**src/rtl/b64d_pkg.sv**
```systemverilog
package b64d_pkg;

   localparam int unsigned SEXTET_W = 6;
   localparam int unsigned WORD_W   = 24;
   localparam int unsigned BUF_W    = 18;
   localparam int unsigned GCNT_W   = 2;
   localparam int unsigned NCNT_W   = 2;
   localparam int unsigned BYTE_W   = 8;

   localparam logic [GCNT_W-1:0] GCNT_FULL = 2'd3;

   // one queued decode job: a 24-bit word and how many of its top bytes go out
   typedef struct packed {
      logic [WORD_W-1:0] word;
      logic [NCNT_W-1:0] count;
   } job_type;

   typedef struct packed {
      logic full;
      logic empty;
   } qstat_type;

   typedef struct packed {
      logic                ok;
      logic [SEXTET_W-1:0] value;
   } sextet_type;

   function automatic sextet_type sextet_of(input logic [7:0] c);
      sextet_type r;
      logic [7:0] v;
      r.ok    = 1'b1;
      v       = 8'd0;
      if (c inside {[8'h41:8'h5A]}) begin
         v = c - 8'h41;
      end else if (c inside {[8'h61:8'h7A]}) begin
         v = c - 8'h61 + 8'd26;
      end else if (c inside {[8'h30:8'h39]}) begin
         v = c - 8'h30 + 8'd52;
      end else if (c == 8'h2B) begin
         v = 8'd62;
      end else if (c == 8'h2F) begin
         v = 8'd63;
      end else begin
         r.ok = 1'b0;
      end
      r.value = v[SEXTET_W-1:0];
      return r;
   endfunction

endpackage

```
**src/rtl/base64_stream_decoder_unit.sv**
```systemverilog
// with the output idle, the first byte of a group is queued by the character that completes
// or flushes its group, then loaded into the output register, and leaves from there
// throughput: one character per cycle while the job queue has room; the output sends one
// byte per cycle while rsp_stall is low, and a full group of 4 characters gives 3 bytes,
// so it keeps up; the front stalls only when the QUEUE_DEPTH-entry job queue is full
// reset (synchronous, active high) empties the queue and clears the pending group
module base64_stream_decoder_unit #(
   parameter int unsigned QUEUE_DEPTH = 4
) (
   input  logic       clock,
   input  logic       reset,
   input  logic       req_valid,
   output logic       req_stall,
   input  logic [7:0] req_char_code,
   input  logic       req_end_of_input,
   output logic       rsp_valid,
   input  logic       rsp_stall,
   output logic [7:0] rsp_data_byte,
   output logic       rsp_last_of_run
);

   logic                push;
   logic                pop;
   b64d_pkg::job_type   push_job;
   b64d_pkg::job_type   head_job;
   b64d_pkg::qstat_type qstat;

   b64d_front u_front (
      .clock            (clock),
      .reset            (reset),
      .req_valid        (req_valid),
      .req_stall        (req_stall),
      .req_char_code    (req_char_code),
      .req_end_of_input (req_end_of_input),
      .qstat            (qstat),
      .push             (push),
      .push_job         (push_job)
   );

   b64d_queue #(
      .QUEUE_DEPTH (QUEUE_DEPTH)
   ) u_queue (
      .clock    (clock),
      .reset    (reset),
      .push     (push),
      .push_job (push_job),
      .pop      (pop),
      .head_job (head_job),
      .qstat    (qstat)
   );

   b64d_back u_back (
      .clock           (clock),
      .reset           (reset),
      .head_job        (head_job),
      .qstat           (qstat),
      .pop             (pop),
      .rsp_valid       (rsp_valid),
      .rsp_stall       (rsp_stall),
      .rsp_data_byte   (rsp_data_byte),
      .rsp_last_of_run (rsp_last_of_run)
   );

endmodule

```
**src/rtl/b64d_front.sv**
```systemverilog
module b64d_front (
   input  logic                   clock,
   input  logic                   reset,
   input  logic                   req_valid,
   output logic                   req_stall,
   input  logic [7:0]             req_char_code,
   input  logic                   req_end_of_input,
   input  b64d_pkg::qstat_type    qstat,
   output logic                   push,
   output b64d_pkg::job_type      push_job
);

   logic [b64d_pkg::BUF_W-1:0]  buf_ff, buf_in;
   logic [b64d_pkg::GCNT_W-1:0] gcnt_ff, gcnt_in;
   logic                        take;

   assign req_stall = qstat.full;
   assign take      = req_valid && !req_stall;

   always_comb begin
      b64d_pkg::sextet_type        sx;
      logic [b64d_pkg::BUF_W-1:0]  nbuf;
      logic [b64d_pkg::GCNT_W-1:0] ncnt;
      sx            = b64d_pkg::sextet_of(req_char_code);
      nbuf          = buf_ff;
      ncnt          = gcnt_ff;
      push_job.word  = '0;
      push_job.count = '0;
      if (sx.ok) begin
         if (gcnt_ff == b64d_pkg::GCNT_FULL) begin
            push_job.word  = {buf_ff, sx.value};
            push_job.count = 2'd3;
            nbuf           = '0;
            ncnt           = '0;
         end else begin
            nbuf = {buf_ff[b64d_pkg::BUF_W-b64d_pkg::SEXTET_W-1:0], sx.value};
            ncnt = gcnt_ff + 2'd1;
         end
      end
      if (req_end_of_input) begin
         // flush a partial group, missing sextets read as zero
         if (ncnt == 2'd2) begin
            push_job.word  = {nbuf[11:0], 12'd0};
            push_job.count = 2'd1;
         end else if (ncnt == 2'd3) begin
            push_job.word  = {nbuf, 6'd0};
            push_job.count = 2'd2;
         end
         nbuf = '0;
         ncnt = '0;
      end
      if (take) begin
         buf_in  = nbuf;
         gcnt_in = ncnt;
      end else begin
         buf_in  = buf_ff;
         gcnt_in = gcnt_ff;
      end
   end

   assign push = take && (push_job.count != '0);

   always_ff @(posedge clock) begin
      if (reset) begin
         buf_ff  <= '0;
         gcnt_ff <= '0;
      end else begin
         buf_ff  <= buf_in;
         gcnt_ff <= gcnt_in;
      end
   end

   a_end_clears: assert property (@(posedge clock) disable iff (reset)
      take && req_end_of_input |=> gcnt_ff == '0)
      else $error("group not cleared after end of input");

endmodule

```
**src/rtl/b64d_queue.sv**
```systemverilog
module b64d_queue #(
   parameter int unsigned QUEUE_DEPTH = 4
) (
   input  logic                clock,
   input  logic                reset,
   input  logic                push,
   input  b64d_pkg::job_type   push_job,
   input  logic                pop,
   output b64d_pkg::job_type   head_job,
   output b64d_pkg::qstat_type qstat
);

   localparam int unsigned PTR_W = (QUEUE_DEPTH > 1) ? $clog2(QUEUE_DEPTH) : 1;
   localparam int unsigned CNT_W = $clog2(QUEUE_DEPTH + 1);
   localparam logic [PTR_W-1:0] PTR_LAST = PTR_W'(QUEUE_DEPTH - 1);

   b64d_pkg::job_type  mem_ff [QUEUE_DEPTH];
   logic [PTR_W-1:0]   wr_ptr_ff, wr_ptr_in;
   logic [PTR_W-1:0]   rd_ptr_ff, rd_ptr_in;
   logic [CNT_W-1:0]   cnt_ff, cnt_in;

   assign qstat.full  = (cnt_ff == CNT_W'(QUEUE_DEPTH));
   assign qstat.empty = (cnt_ff == '0);
   assign head_job    = mem_ff[rd_ptr_ff];

   always_comb begin
      wr_ptr_in = wr_ptr_ff;
      rd_ptr_in = rd_ptr_ff;
      cnt_in    = cnt_ff;
      if (push) begin
         wr_ptr_in = (wr_ptr_ff == PTR_LAST) ? '0 : wr_ptr_ff + 1'b1;
      end
      if (pop) begin
         rd_ptr_in = (rd_ptr_ff == PTR_LAST) ? '0 : rd_ptr_ff + 1'b1;
      end
      if (push && !pop) begin
         cnt_in = cnt_ff + 1'b1;
      end else if (pop && !push) begin
         cnt_in = cnt_ff - 1'b1;
      end
   end

   always_ff @(posedge clock) begin
      if (push) begin
         mem_ff[wr_ptr_ff] <= push_job;
      end
   end

   always_ff @(posedge clock) begin
      if (reset) begin
         wr_ptr_ff <= '0;
         rd_ptr_ff <= '0;
         cnt_ff    <= '0;
      end else begin
         wr_ptr_ff <= wr_ptr_in;
         rd_ptr_ff <= rd_ptr_in;
         cnt_ff    <= cnt_in;
      end
   end

   a_no_overflow: assert property (@(posedge clock) disable iff (reset)
      push |-> !qstat.full || pop)
      else $error("push into full queue");

   a_no_underflow: assert property (@(posedge clock) disable iff (reset)
      pop |-> !qstat.empty)
      else $error("pop from empty queue");

endmodule

```
**src/rtl/b64d_back.sv**
```systemverilog
module b64d_back (
   input  logic                clock,
   input  logic                reset,
   input  b64d_pkg::job_type   head_job,
   input  b64d_pkg::qstat_type qstat,
   output logic                pop,
   output logic                rsp_valid,
   input  logic                rsp_stall,
   output logic [7:0]          rsp_data_byte,
   output logic                rsp_last_of_run
);

   logic                          cur_valid_ff, cur_valid_in;
   b64d_pkg::job_type             cur_job_ff, cur_job_in;
   logic [b64d_pkg::NCNT_W-1:0]   idx_ff, idx_in;
   logic                          sent;
   logic                          load;

   assign rsp_valid       = cur_valid_ff;
   assign rsp_last_of_run = (idx_ff == cur_job_ff.count - 2'd1);
   assign sent            = rsp_valid && !rsp_stall;
   // take the next job once the current one is gone or its last byte leaves
   assign load            = !cur_valid_ff || (sent && rsp_last_of_run);
   assign pop             = load && !qstat.empty;

   always_comb begin
      case (idx_ff)
         2'd0:    rsp_data_byte = cur_job_ff.word[23:16];
         2'd1:    rsp_data_byte = cur_job_ff.word[15:8];
         2'd2:    rsp_data_byte = cur_job_ff.word[7:0];
         default: rsp_data_byte = cur_job_ff.word[7:0];
      endcase
   end

   always_comb begin
      cur_valid_in = cur_valid_ff;
      cur_job_in   = cur_job_ff;
      idx_in       = idx_ff;
      if (load) begin
         cur_valid_in = !qstat.empty;
         cur_job_in   = head_job;
         idx_in       = '0;
      end else if (sent) begin
         idx_in = idx_ff + 2'd1;
      end
   end

   always_ff @(posedge clock) begin
      cur_job_ff <= cur_job_in;
   end

   always_ff @(posedge clock) begin
      if (reset) begin
         cur_valid_ff <= 1'b0;
         idx_ff       <= '0;
      end else begin
         cur_valid_ff <= cur_valid_in;
         idx_ff       <= idx_in;
      end
   end

   a_job_nonempty: assert property (@(posedge clock) disable iff (reset)
      cur_valid_ff |-> cur_job_ff.count != '0)
      else $error("empty job in output stage");

   a_idx_in_range: assert property (@(posedge clock) disable iff (reset)
      cur_valid_ff |-> idx_ff < cur_job_ff.count)
      else $error("byte index past job length");

endmodule

```
**config.mk**
```make
export PLATFORM = sky130hd
export DESIGN_NAME = base64_stream_decoder_unit
export DESIGN_NICKNAME = d
export VERILOG_FILES = /design/src/rtl/b64d_pkg.sv /design/src/rtl/base64_stream_decoder_unit.sv /design/src/rtl/b64d_front.sv /design/src/rtl/b64d_queue.sv /design/src/rtl/b64d_back.sv
export SDC_FILE = /design/constraint.sdc
export NUM_CORES = 1
export LEC_CHECK = 0
export BUFFER_PORTS_ARGS = -buffer_cell sky130_fd_sc_hd__clkbuf_2
export CAP_MARGIN = 30
export CORE_UTILIZATION = 60
export CTS_CLUSTER_SIZE = 8
export DETAILED_ROUTE_END_ITERATION = 12
export PLACE_DENSITY = 0.77
export SLEW_MARGIN = 20
export SYNTH_ARGS = -nofsm -noshare
export SYNTH_HDL_FRONTEND = slang
export SYNTH_SLANG_ARGS = --single-unit
```
**constraint.sdc**
```tcl
create_clock -name clock -period 4.73 [get_ports clock]
set_input_delay 0.7095 -clock clock [delete_from_list [all_inputs] [get_ports clock]]
set_output_delay 0.7095 -clock clock [all_outputs]
set_load 0.1 [all_outputs]
```
==> summary.md, run 1 <==
| Metric | Value |
|---|---|
| Final Hold Vio Count | `0` |
| Maximum buffer depth of the clock tree | `2` |
| Mapped Area | `7310 sq um` |
| Critical path fanouts, max | `10` |
| Compound-Gate Fraction of Synth Area | `13.1%` |
| Die area | `12600 sq um` |
| Post-synthesis xor/xnor area fraction | `0.719%` |
| Simple-gate share of the synthesized area | `9.45%` |
| Area share of fa/ha/maj cells after synthesis | `3.36%` |
| CTS sink cnt | `160` |
| Post-synth ARST share | `0%` |
| Root Buffer Master | `clkbuf_16` |
| GR Util All Layers | `27.3%` |
| Post-DP HPWL | `10.1 mm` |
| Setup WS post-layout | `1.30 ns` |
| Initial antenna violation count | `0` |
| Clk_lat worst skew | `0.43 ns` |
| Run status | `finished, final reports clean` |
| Top cells by count, synth | `130 x edfxtp_1, 52 x nand2_1, 38 x nor2_1` |
| Kind of critical path | `in2reg` |
| Chip width | `112 microns` |
| Top post-synthesis cells by area | `edfxtp_1 53%, dfxtp_1 8.2%, mux4_2 8.0%, ha_1 3.1%, nand2_1 2.7%` |
| Synth Instances | `542` |
| Largest net degree at the start of global routing | `31` |
| I/O pin total | `24` |
| Nets@finish | `596` |
| Initial Util | `62.7%` |
| Overall power | `4.30 mW` |
| Gr ovfl total | `0` |
| Netlist cell types | `67` |
| Cell taking the most area after synthesis | `edfxtp_1` |
| YS warnings | `0` |
| Worst path slowest cell | `fa_1` |
| Core Region | `11700 sq um` |
| Setup_tns | `0 ns` |
| Setup WS pre-CTS | `0.886 ns` |
| Hold Path Class | `reg2reg` |
| Drc violations | `0` |
| Max_cap viols | `0` |
| Postcts setup bufs | `0` |
| Hold Path Origin | `u_front.buf_ff[13]$_SDFFE_PP0P_` |
| Most used DFF post-synth | `edfxtp_1` |
| Initial DRC Count | `522` |
| Syn_nets | `574` |
| CP required | `5.08 ns` |
| Slew @ Worst Pin | `0.895 ns` |
| Startpoint types | `input pin` |
| Slew Viols, Final | `0` |
| Yosys reg bits | `160` |
| Clk_skew | `0.00484 ns` |
| Pwr Density | `525 nW/um^2` |
| Sequential-to-total area share from yosys stat | `61.6%` |
| Avg Cell Area, Syn | `13.5 sq um` |
| Detailed Route WL | `15.9 mm` |
| Leak | `2.93 nW` |
| Worst path max stage delay | `0.37 ns` |
| Max transition margin | `40.4%` |
| Vias in the first global route | `4536` |
| Worst Path Arrival | `3.78 ns` |
| Mux contribution to synthesized area | `8.70%` |
| RD Place Congestion | `0.930` |
| Highest ir drop seen on vdd | `0.254 mV` |
| Die Ht | `112 microns` |
| DR pass1 iterations | `6` |
| Unrepaired setup endpoints after global routing | `no` |
| Drt wl/cell | `22.1 microns` |
| Reg2reg start | `u_front.gcnt_ff[0]$_SDFFE_PP0P_` |
| Yosys top cell area share | `53.4%` |
| Num rows | `39` |
| Post-synth EDFFs | `130` |
| CTS H-Tree Depth | `4` |
| First-pass GRT wire length | `25.1 mm` |
| Post-CTS Hold Buffers | `0` |
| Worst path bufs/invs | `3` |
| Vias | `4716` |
| Critical Path End Type | `register` |
| Top delay family on crit path | `simple AND/OR/NAND/NOR gates` |
| Most common cell in the netlist | `edfxtp_1` |
| Area delta synth->final | `12.0%` |
| Main combinational cell family by area after synthesis | `compound AO/OA/AOI/OAI gates` |
| Utilization after layout | `70.2%` |
| CP Launch Point | `req_char_code[2]` |
| Final setup vio count | `0` |
| Share of layout cells above drive strength 1 | `17.5%` |
| Clk pin slew, worst setup/hold paths | `0.06 ns` |
| Critical-path cell list | `clkbuf_2 > inv_1 > ha_1 > nor2b_1 > o21ai_0 > a21oi_2 > and3_1 > nor3_2 > ha_1 > inv_1 > fa_1 > xor2_1 > or3_1 > a21oi_1` |
| CTS buffer count | `17` |
| PostCTS Resize Cnt | `0` |
| Post-DRT Antenna Nets | `0` |
| Fmax | `292 MHz` |
| Final min period | `3.43 ns` |
| Period utilisation layout | `72.5%` |
| CTS tree | `yes` |
| PortBufs | `23` |
| Via density | `6.55` |
| Diodes inserted | `0` |
==> layout make-up <==
type,count,area (sq um)
clock buffer,23,468
timing repair buffer,34,210
fill,747,3470
tap,143,179
clock inverter,9,180
multi-input combinational,336,2590
sequential,160,4510
inverter,15,56.3
==> path summary, 6_finish.rpt <==
path | to | slack, ns | cells after the start
max | u_queue.cnt_ff[2]$_SDFFE_PP0P_ | 1.30 | 14
min | u_front.buf_ff[13]$_SDFFE_PP0P_ | 0.51 | 2
max reg2reg | u_queue.cnt_ff[2]$_SDFFE_PP0P_ | 1.61 | 10
min reg2reg | u_front.buf_ff[13]$_SDFFE_PP0P_ | 0.51 | 2
==> per-layer routing <==
metal  wire (microns)  part of all wire, %  vias up  track usage [%]
li1                 -                    -     2144                -
met4              499                  3.1        0             12.6
met1             6750                   42     2291             37.0
met5                0                    0        -                0
met3             1070                  6.7       43             5.67
met2             7590                   48      238             43.0
==> through the flow <==
stage | instance area [sq um] | cells | hold WS, ns
after floorplan | 7310 | 542 | 0.449
after global placement | 7520 | 687 | 0.482
final | 8190 | 720 | 0.513
after CTS | 8190 | 720 | 0.509
after detailed placement | 7540 | 688 | 0.500
after global routing | 8190 | 720 | 0.543
==> power breakdown <==
group | leakage, nW | switching (mW) | internal (mW)
sequential | 1.57 | 0.0844 | 1.70
clock | 0.312 | 0.526 | 0.965
combinational | 1.05 | 0.743 | 0.279
==> cells by family after synthesis <==
family | count (synthesis)
flops | 160
simple gates | 146
compound gates | 134
buf+inv | 46
mux | 31
fa+ha+maj | 19
xor+xnor | 6
==> worst reg2reg max path, stage by stage, from the launching register on <==
cell,delay (ns)
dfxtp_1,0.54
ha_1,0.58
a21oi_1,0.13
a21boi_0,0.19
nor3_2,0.29
ha_1,0.25
inv_1,0.07
fa_1,0.37
xor2_1,0.17
or3_1,0.32
a21oi_1,0.13
==> state kept, by name (all words and copies together) (netlist names) <==
name               count
u_queue.mem_ff       104
u_queue.rd_ptr_ff      2
u_back.rsp_valid       1
u_front.buf_ff        18
u_back.cur_job_ff     26
u_back.idx_ff          2
u_queue.wr_ptr_ff      2
u_queue.cnt_ff         3
u_front.gcnt_ff        2
==> cell usage in the layout, fill, tap and decap left out, drive strengths merged, types with 3 or more instances in the layout <==
cell type / netlist / routed
a211oi: 3 / 3
nor2: 39 / 39
inv: 14 / 14
nor3b: 3 / 3
dfxtp: 30 / 30
o21ai: 20 / 20
mux2i: 5 / 5
edfxtp: 130 / 130
ha: 18 / 18
xnor2: 4 / 4
nand2b: 7 / 7
and2: 8 / 8
o31ai: 8 / 8
buf: 19 / 11
nand3: 6 / 6
clkinv: 1 / 4
a2bb2oi: 4 / 4
a211o: 3 / 3
a22oi: 17 / 17
a221oi: 3 / 3
and3: 7 / 7
o211a: 4 / 4
o211ai: 12 / 12
a31oi: 3 / 3
a21oi: 31 / 31
nor2b: 7 / 7
clkbuf: 12 / 46
nor3: 10 / 10
o22ai: 6 / 6
bufinv: 0 / 5
nand2: 53 / 53
mux4: 26 / 26
(Power assumes the default switching activity.)
==> run 2, diff against run 1 <==
--- a/config.mk
+++ b/config.mk
@@ -5,6 +5,7 @@
 export SDC_FILE = /design/constraint.sdc
 export NUM_CORES = 1
 export LEC_CHECK = 0
+export ABC_AREA = 1
 export BUFFER_PORTS_ARGS = -buffer_cell sky130_fd_sc_hd__clkbuf_2
 export CAP_MARGIN = 30
 export CORE_UTILIZATION = 60
==> constraint.sdc (replaced) <==
create_clock -name clock -period 3.2 [get_ports clock]
set_input_delay 0.48 -clock clock [delete_from_list [all_inputs] [get_ports clock]]
set_output_delay 0.48 -clock clock [all_outputs]
set_load 0.1 [all_outputs]
==> run 2 against run 1 <==
Die area is 2.7% higher. Via count is 20% higher. Clock skew is 0.0033 ns higher. Area after synthesis is 2.8% higher. Cell area is 4.0% higher. Core utilization is 0.092 points higher. Critical path type is now reg2out. Highest routed layer unchanged.
==> summary.md, run 2 <==
| Metric | Value |
|---|---|
| Combinational group share of total power | `27.9% (was 23.8%)` |
| Clk_skew | `0.00812 ns (was 0.00484 ns)` |
| Post-DRT Antenna Nets | `0 (unchanged)` |
| Critical Path End Type | `primary output (was register)` |
| Share of layout cells above drive strength 1 | `14.6% (was 17.5%)` |
| DR pass1 iterations | `5 (was 6)` |
| Initial antenna violation count | `0 (unchanged)` |
| Startpoint types | `register (was input pin)` |
| Int Pwr | `4.38 mW (was 2.95 mW)` |
| Die Ht | `114 microns (was 112 microns)` |
| Worst reg2reg setup slack | `0.79 ns (was 1.61 ns)` |
| Leak | `3.26 nW (was 2.93 nW)` |
| CP required | `2.72 ns (was 5.08 ns)` |
| Syn_nets | `809 (was 574)` |
| Yosys top cell area share | `52.0% (was 53.4%)` |
| Sequential-to-total area share from yosys stat | `60.0% (was 61.6%)` |
| Run status | `finished, final reports clean (unchanged)` |
| Setup WS pre-CTS | `0.0748 ns (was 0.886 ns)` |
| Utilization after layout | `70.3% (was 70.2%)` |
| Hold Slack | `0.346 ns (was 0.513 ns)` |
| Maximum buffer depth of the clock tree | `2 (unchanged)` |
| Clk pin slew, worst setup/hold paths | `0.06 ns (about the same)` |
| Largest net degree at the start of global routing | `55 (was 31)` |
| Pwr Density | `793 nW/um^2 (was 525 nW/um^2)` |
| Hold Path Class | `in2reg (was reg2reg)` |
| Post-CTS Hold Buffers | `0 (unchanged)` |
| Most used DFF post-synth | `edfxtp_1 (unchanged)` |
| Met3 GRT Util | `6.48% (was 5.67%)` |
| Clk pwr share | `32.3% (was 34.7%)` |
| Vias in the first global route | `5410 (was 4536)` |
| Top cells by count, synth | `207 x nand2_1, 130 x edfxtp_1, 91 x nor2_1 (was 130 x edfxtp_1, 52 x nand2_1, 38 x nor2_1)` |
| Highest ir drop seen on vdd | `0.476 mV (was 0.254 mV)` |
| Initial DRC Count | `564 (was 522)` |
| Regs by FF count | `u_queue.mem_ff: 104 flops, u_back.cur_job_ff: 26 flops, u_front.buf_ff: 18 flops (unchanged)` |
| PortBufs | `23 (unchanged)` |
| Kind of critical path | `reg2out (was in2reg)` |
| Post-Place Cells | `959 (was 688)` |
| Yosys reg bits | `160 (unchanged)` |
| Initial Util | `62.0% (was 62.7%)` |
| Final setup vio count | `0 (unchanged)` |
| Drc violations | `0 (unchanged)` |
| YS warnings | `0 (unchanged)` |
| Gr ovfl total | `0 (unchanged)` |
| Fmax | `341 MHz` |
| Grt peak-use layer | `met2 (unchanged)` |
| Synth Instances | `777 (was 542)` |
| Critical path fanouts, max | `9 (was 10)` |
| Cell taking the most area after synthesis | `edfxtp_1 (unchanged)` |
| Area delta synth->final | `13.4% (was 12.0%)` |
| I/O pin total | `24 (unchanged)` |
| Final min period | `2.93 ns` |
| Slew @ Worst Pin | `0.881 ns (was 0.895 ns)` |
| Sw Ratio | `35.2% (was 31.5%)` |
| Reg2reg start | `u_back.cur_job_ff[1]$_DFFE_PP_ (was u_front.gcnt_ff[0]$_SDFFE_PP0P_)` |
| Root Buffer Master | `clkbuf_16 (unchanged)` |
| Post-DP HPWL | `11.2 mm (was 10.1 mm)` |
| Worst Path Arrival | `2.45 ns (was 3.78 ns)` |
| Vias | `5643 (was 4716)` |
| Max_cap viols | `0 (unchanged)` |
| CP Launch Point | `u_back.idx_ff[0]$_SDFFE_PP0P_ (was req_char_code[2])` |
| Drt wl/cell | `17.2 microns (was 22.1 microns)` |
| CTS sink cnt | `160 (unchanged)` |
| CTS H-Tree Depth | `4 (unchanged)` |
| RD Place Congestion | `0.862 (was 0.930)` |
| Post-synth ARST share | `0% (unchanged)` |
| Core Region | `12100 sq um (was 11700 sq um)` |
| Max transition margin | `41.2% (was 40.4%)` |
| Avg Cell Area, Syn | `9.66 sq um (was 13.5 sq um)` |
| Period utilisation layout | `91.7%` |
| Diodes inserted | `0 (unchanged)` |
| Overall power | `6.75 mW (was 4.30 mW)` |
| Fin area | `8510 sq um (was 8190 sq um)` |
| Largest Register | `u_queue.mem_ff (unchanged)` |
| Setup_tns | `0 ns (unchanged)` |
| Non-Filler Instances | `991 (was 720)` |
| Max reg flops | `104 (unchanged)` |
| Via density | `5.69 (was 6.55)` |
| CTS tree | `yes (unchanged)` |
| Top post-synthesis cells by area | `edfxtp_1 52%, nand2_1 10%, dfxtp_1 8.0%, nor2_1 4.5%, o21ai_0 4.5% (was edfxtp_1 53%, dfxtp_1 8.2%, mux4_2 8.0%, ha_1 3.1%, nand2_1 2.7%)` |
| Mapped Area | `7510 sq um (was 7310 sq um)` |
| GR Layer Usage met2 | `46.9% (was 43.0%)` |
| Detailed Route WL | `17.0 mm (was 15.9 mm)` |
| Leading cell types in the layout, fill and taps excluded | `206 x nand2_1, 130 x edfxtp_1, 86 x nor2_1 (was 130 x edfxtp_1, 52 x nand2_1, 38 x nor2_1)` |
| Post-synth EDFFs | `130 (unchanged)` |
| Met1 usage | `34.8% (was 37.0%)` |
| GR Util All Layers | `27.8% (was 27.3%)` |
| Most common cell in the netlist | `nand2_1 (was edfxtp_1)` |
| Final Hold Vio Count | `0 (unchanged)` |
| Clk_lat worst skew | `0.43 ns (about the same)` |
| Nets@finish | `842 (was 596)` |
| Slew Viols, Final | `0 (unchanged)` |
| CP endpoint | `rsp_data_byte[6] (was u_queue.cnt_ff[2]$_SDFFE_PP0P_)` |
| Chip width | `114 microns (was 112 microns)` |
| CTS buffer count | `17 (unchanged)` |
| Netlist cell types | `37 (was 67)` |
| Worst-case reg-to-reg path depth | `14 (was 10)` |
| Die area | `13000 sq um (was 12600 sq um)` |
| Unrepaired setup endpoints after global routing | `no (unchanged)` |
| Reg power frac | `39.8% (was 41.6%)` |
| Net Sw Power | `2.37 mW (was 1.35 mW)` |
| Commonest non-fill, non-tap cell in the layout | `nand2_1 (was edfxtp_1)` |
| FF-to-FF End | `u_queue.cnt_ff[2]$_SDFFE_PP0P_ (unchanged)` |
| Post-DP Area | `7870 sq um (was 7540 sq um)` |
| Setup WS post-layout | `0.267 ns (was 1.30 ns)` |
| Num rows | `40 (was 39)` |
| First-pass GRT wire length | `26.7 mm (was 25.1 mm)` |
-- run 2: cell count changes after synthesis, sizes merged, moves of 9 or more --
| cell | delta |
|---|---|
| a22oi | -9 |
| buf | -10 |
| inv | +33 |
| mux4 | -26 |
| nand2 | +169 |
| nand3 | +30 |
| nor2 | +57 |
| o211ai | -11 |
| o21ai | +59 |
| o22ai | +20 |
-- run 2: per-layer routing --
metal | share of wire (%) | up-vias | wire length (microns)
met3 | 7.1 | 36 | 1210
met5 | 0 | - | 0
met2 | 50 | 239 | 8500
li1 | - | 2716 | -
met1 | 41 | 2652 | 6930
met4 | 2.2 | 0 | 371
-- run 2: cell type report --
cell class	instances	area, sq um
Clock inverter	15	214
Sequential cell	160	4500
Timing Repair Buffer	43	278
Multi-Input combinational cell	538	2690
Fill cell	926	3600
Clock buffer	17	425
Inverter	50	195
Tap cell	168	210
-- run 2: worst max-delay path: stages (launching register included) --
cell,delay (ns)
dfxtp_1,0.40
inv_1,0.10
ha_1,0.37
nor2_2,0.43
a22oi_1,0.16
nand2_1,0.11
clkbuf_2,0.45
-- run 2: worst min path at each step --
stage,end,cells past startpoint,from
floorplan,u_front.buf_ff[0]$_SDFFE_PP0P_,2,u_front.buf_ff[0]$_SDFFE_PP0P_
global placement,u_front.buf_ff[0]$_SDFFE_PP0P_,2,u_front.buf_ff[0]$_SDFFE_PP0P_
detailed placement,u_front.buf_ff[0]$_SDFFE_PP0P_,2,u_front.buf_ff[0]$_SDFFE_PP0P_
CTS,u_back.idx_ff[1]$_SDFFE_PP0P_,4,rsp_stall
global route,u_back.idx_ff[1]$_SDFFE_PP0P_,4,rsp_stall
finish,u_back.idx_ff[1]$_SDFFE_PP0P_,4,rsp_stall
-- run 2: logic make-up (layout without fill, tap and decap cells) --
kind of cell | after synthesis | in the layout | synth area share [%]
simple gates | 360 | 360 | 20.2
flops | 160 | 160 | 60.0
compound gates | 152 | 152 | 11.2
buf+inv | 79 | 125 | 4.58
fa+ha+maj | 19 | 19 | 3.27
xor+xnor | 7 | 7 | 0.816
-- run 2: power by group through the flow --
| stage | Sequential (mW) | Combinational [mW] | Clock, mW |
|---|---|---|---|
| after floorplan | 2.74 | 1.42 | 0 |
| after global placement | 2.72 | 1.83 | 0 |
| after detailed placement | 2.73 | 1.87 | 0 |
| after CTS | 2.69 | 1.88 | 2.19 |
| after global routing | 2.70 | 2.04 | 2.27 |
| final | 2.68 | 1.89 | 2.18 |
-- run 2: what timing repair did --
item / CTS / global route
endpoints found under the setup margin: 0 / 4
setup buffers: 0 / 0
gates resized for setup: 0 / 1
==> run 3, diff against run 2 <==
--- a/config.mk
+++ b/config.mk
@@ -8,10 +8,13 @@
 export ABC_AREA = 1
 export BUFFER_PORTS_ARGS = -buffer_cell sky130_fd_sc_hd__clkbuf_2
 export CAP_MARGIN = 30
-export CORE_UTILIZATION = 60
+export CELL_PAD_IN_SITES_DETAIL_PLACEMENT = 1
+export CELL_PAD_IN_SITES_GLOBAL_PLACEMENT = 1
+export CORE_MARGIN = 2
+export CORE_UTILIZATION = 49
 export CTS_CLUSTER_SIZE = 8
 export DETAILED_ROUTE_END_ITERATION = 12
-export PLACE_DENSITY = 0.77
+export PLACE_DENSITY_LB_ADDON = 0.1
 export SLEW_MARGIN = 20
 export SYNTH_ARGS = -nofsm -noshare
 export SYNTH_HDL_FRONTEND = slang
==> constraint.sdc (replaced) <==
create_clock -name clock -period 2.7 [get_ports clock]
set_input_delay 0.405 -clock clock [delete_from_list [all_inputs] [get_ports clock]]
set_output_delay 0.405 -clock clock [all_outputs]
set_load 0.1 [all_outputs]
==> run 3 against run 2 <==
Via count rose by 4.2%. Non-clock buffer count rose by 23. Wire length rose by 25%. Cell area rose by 5.1%. Global-route usage fell by 0.87 points. Combinational power rose by 43%. Sequential power rose by 21%. Cell count rose by 4.3%. Largest power group unchanged.
==> summary.md, run 3 (same netlist as run 2, synthesis figures left out) <==
| Metric | Value |
|---|---|
| Critical path fanouts, max | `9 (unchanged)` |
| I/O pin total | `24 (unchanged)` |
| Kind of critical path | `reg2out (unchanged)` |
| Slew @ Worst Pin | `0.563 ns (was 0.881 ns)` |
| Utilization after layout | `59.3% (was 70.3%)` |
| Final Hold Vio Count | `0 (unchanged)` |
| Initial Util | `49.8% (was 62.0%)` |
| Slew Viols, Final | `0 (unchanged)` |
| Nets@finish | `865 (was 842)` |
| Hold Path Class | `in2reg (unchanged)` |
| CTS tree | `yes (unchanged)` |
| Initial antenna violation count | `0 (unchanged)` |
| Diodes inserted | `0 (unchanged)` |
| Vias | `5878 (was 5643)` |
| Initial DRC Count | `444 (was 564)` |
| Startpoint types | `register (unchanged)` |
| Chip width | `128 microns (was 114 microns)` |
| Worst Path Arrival | `2.05 ns (was 2.45 ns)` |
| Drt wl/cell | `20.6 microns (was 17.2 microns)` |
| Hold Slack | `0.295 ns (was 0.346 ns)` |
| Die Ht | `128 microns (was 114 microns)` |
| Core Region | `15100 sq um (was 12100 sq um)` |
| Clk_lat worst skew | `0.43 ns (about the same)` |
| Critical Path End Type | `primary output (unchanged)` |
| Post-DP HPWL | `14.1 mm (was 11.2 mm)` |
| Clk pin slew, worst setup/hold paths | `0.07 ns (was 0.06 ns)` |
| Fmax | `407 MHz` |
| Area delta synth->final | `19.1% (was 13.4%)` |
| Postcts setup bufs | `0 (unchanged)` |
| Max_cap viols | `0 (unchanged)` |
| Period utilisation layout | `91.0%` |
| Clk_skew | `0.0124 ns (was 0.00812 ns)` |
| Max reg flops | `104 (unchanged)` |
| Highest ir drop seen on vdd | `0.599 mV (was 0.476 mV)` |
| Vias in the first global route | `6305 (was 5410)` |
| Hold Path Origin | `rsp_stall (unchanged)` |
| Worst-case reg-to-reg path depth | `10 (was 14)` |
| First-pass GRT wire length | `33.2 mm (was 26.7 mm)` |
| Largest Register | `u_queue.mem_ff (unchanged)` |
| Num rows | `45 (was 40)` |
| Max transition margin | `62.4% (was 41.2%)` |
| Maximum buffer depth of the clock tree | `2 (unchanged)` |
| Gr ovfl total | `0 (unchanged)` |
| CTS H-Tree Depth | `4 (unchanged)` |
| Worst reg2reg setup slack | `0.36 ns (was 0.79 ns)` |
| CP required | `2.30 ns (was 2.72 ns)` |
| GR Util All Layers | `27.0% (was 27.8%)` |
| CTS buffer count | `17 (unchanged)` |
| PostCTS Resize Cnt | `0 (unchanged)` |
| Post-CTS Hold Buffers | `0 (unchanged)` |
| Leak | `3.42 nW (was 3.26 nW)` |
| Run status | `finished, final reports clean (unchanged)` |
| Setup WS post-layout | `0.242 ns (was 0.267 ns)` |
| Leading cell types in the layout, fill and taps excluded | `205 x nand2_1, 130 x edfxtp_1, 86 x nor2_1 (was 206 x nand2_1, 130 x edfxtp_1, 86 x nor2_1)` |
| Post-DRT Antenna Nets | `0 (unchanged)` |
| CTS sink cnt | `160 (unchanged)` |
| Final setup vio count | `0 (unchanged)` |
| DR pass1 iterations | `5 (unchanged)` |
| Detailed Route WL | `21.3 mm (was 17.0 mm)` |
| Setup_tns | `0 ns (unchanged)` |
| Pwr Density | `950 nW/um^2 (was 793 nW/um^2)` |
| Regs by FF count | `u_queue.mem_ff: 104 flops, u_back.cur_job_ff: 26 flops, u_front.buf_ff: 18 flops (unchanged)` |
| Hold path endpoint | `u_back.idx_ff[1]$_SDFFE_PP0P_ (unchanged)` |
| Final min period | `2.46 ns` |
| Hold path depth | `4 (unchanged)` |
| Unrepaired setup endpoints after global routing | `no (unchanged)` |
| FF-to-FF End | `u_queue.mem_ff[0][25]$_DFFE_PP_ (was u_queue.cnt_ff[2]$_SDFFE_PP0P_)` |
| Largest net degree at the start of global routing | `34 (was 55)` |
| Root Buffer Master | `clkbuf_16 (unchanged)` |
| RD Place Congestion | `0.934 (was 0.862)` |
| Drc violations | `0 (unchanged)` |
| Setup WS pre-CTS | `-0.171 ns (was 0.0748 ns)` |
| Die area | `16300 sq um (was 13000 sq um)` |
| Share of layout cells above drive strength 1 | `18.3% (was 14.6%)` |
| Via density | `5.68 (was 5.69)` |
| PortBufs | `23 (unchanged)` |
| Commonest non-fill, non-tap cell in the layout | `nand2_1 (unchanged)` |
| Reg2reg start | `u_front.gcnt_ff[0]$_SDFFE_PP0P_ (was u_back.cur_job_ff[1]$_DFFE_PP_)` |
[run 3: cell types whose count changed in the layout (fill, tap and decap cells not counted), sizes merged]
cell / previous run / this run
buf: 20 / 51
inv: 49 / 54
clkbuf: 40 / 32
bufinv: 5 / 3
clkinvlp: 2 / 4
clkinv: 9 / 4
[run 3: cell type report]
type	count	area (sq um)
fill	1675	6140
inverter	50	198
timing repair buffer	66	621
multi-input combinational	538	2770
clock buffer	17	425
tap	188	235
clock inverter	15	198
sequential	160	4500
[run 3: worst max-delay path, cell delays in order, from the launching register on]
cell     delay [ns]
dfxtp_1        0.35
inv_1          0.10
ha_2           0.31
nor2_1         0.10
buf_4          0.19
a22oi_1        0.23
nand2_1        0.15
buf_12         0.19
[run 3: stage by stage]
| step | total power, mW | std cells | cell area (sq um) |
|---|---|---|---|
| 2_1_floorplan | 5.00 | 777 | 7600 |
| 3_3_place_gp | 5.81 | 1002 | 8310 |
| 3_5_place_dp | 5.96 | 1002 | 8310 |
| 4_1_cts | 8.53 | 1034 | 8930 |
| 5_1_grt | 8.80 | 1034 | 8950 |
| 6_report | 8.50 | 1034 | 8950 |
[run 3: worst max-delay path by stage]
stage	start	end	slack, ns	cells after the start
after floorplan	req_char_code[2]	u_queue.mem_ff[0][0]$_DFFE_PP_	-0.09	17
after global placement	req_char_code[2]	u_queue.cnt_ff[2]$_SDFFE_PP0P_	0.0002	23
after detailed placement	req_char_code[2]	u_queue.cnt_ff[2]$_SDFFE_PP0P_	-0.17	23
after CTS	u_back.idx_ff[1]$_SDFFE_PP0P_	rsp_data_byte[2]	0.06	7
after global routing	req_char_code[3]	u_queue.cnt_ff[2]$_SDFFE_PP0P_	0.0003	22
final	u_back.idx_ff[1]$_SDFFE_PP0P_	rsp_data_byte[2]	0.24	7
[run 3: where the power goes]
group          internal (mW)  leakage (nW)  switching, mW  total (mW)
Clock                   1.49         0.293           1.06        2.55
Sequential              3.06          1.44          0.185        3.25
Combinational          0.802          1.69           1.90        2.70
[run 3: layer usage]
metal | vias up | share of wire (%) | GRT usage [%]
met5 | - | 0 | 0
met4 | 0 | 1.7 | 8.92
met3 | 32 | 3.6 | 4.22
met2 | 135 | 53 | 48.8
met1 | 2947 | 42 | 33.0
li1 | 2764 | - | -
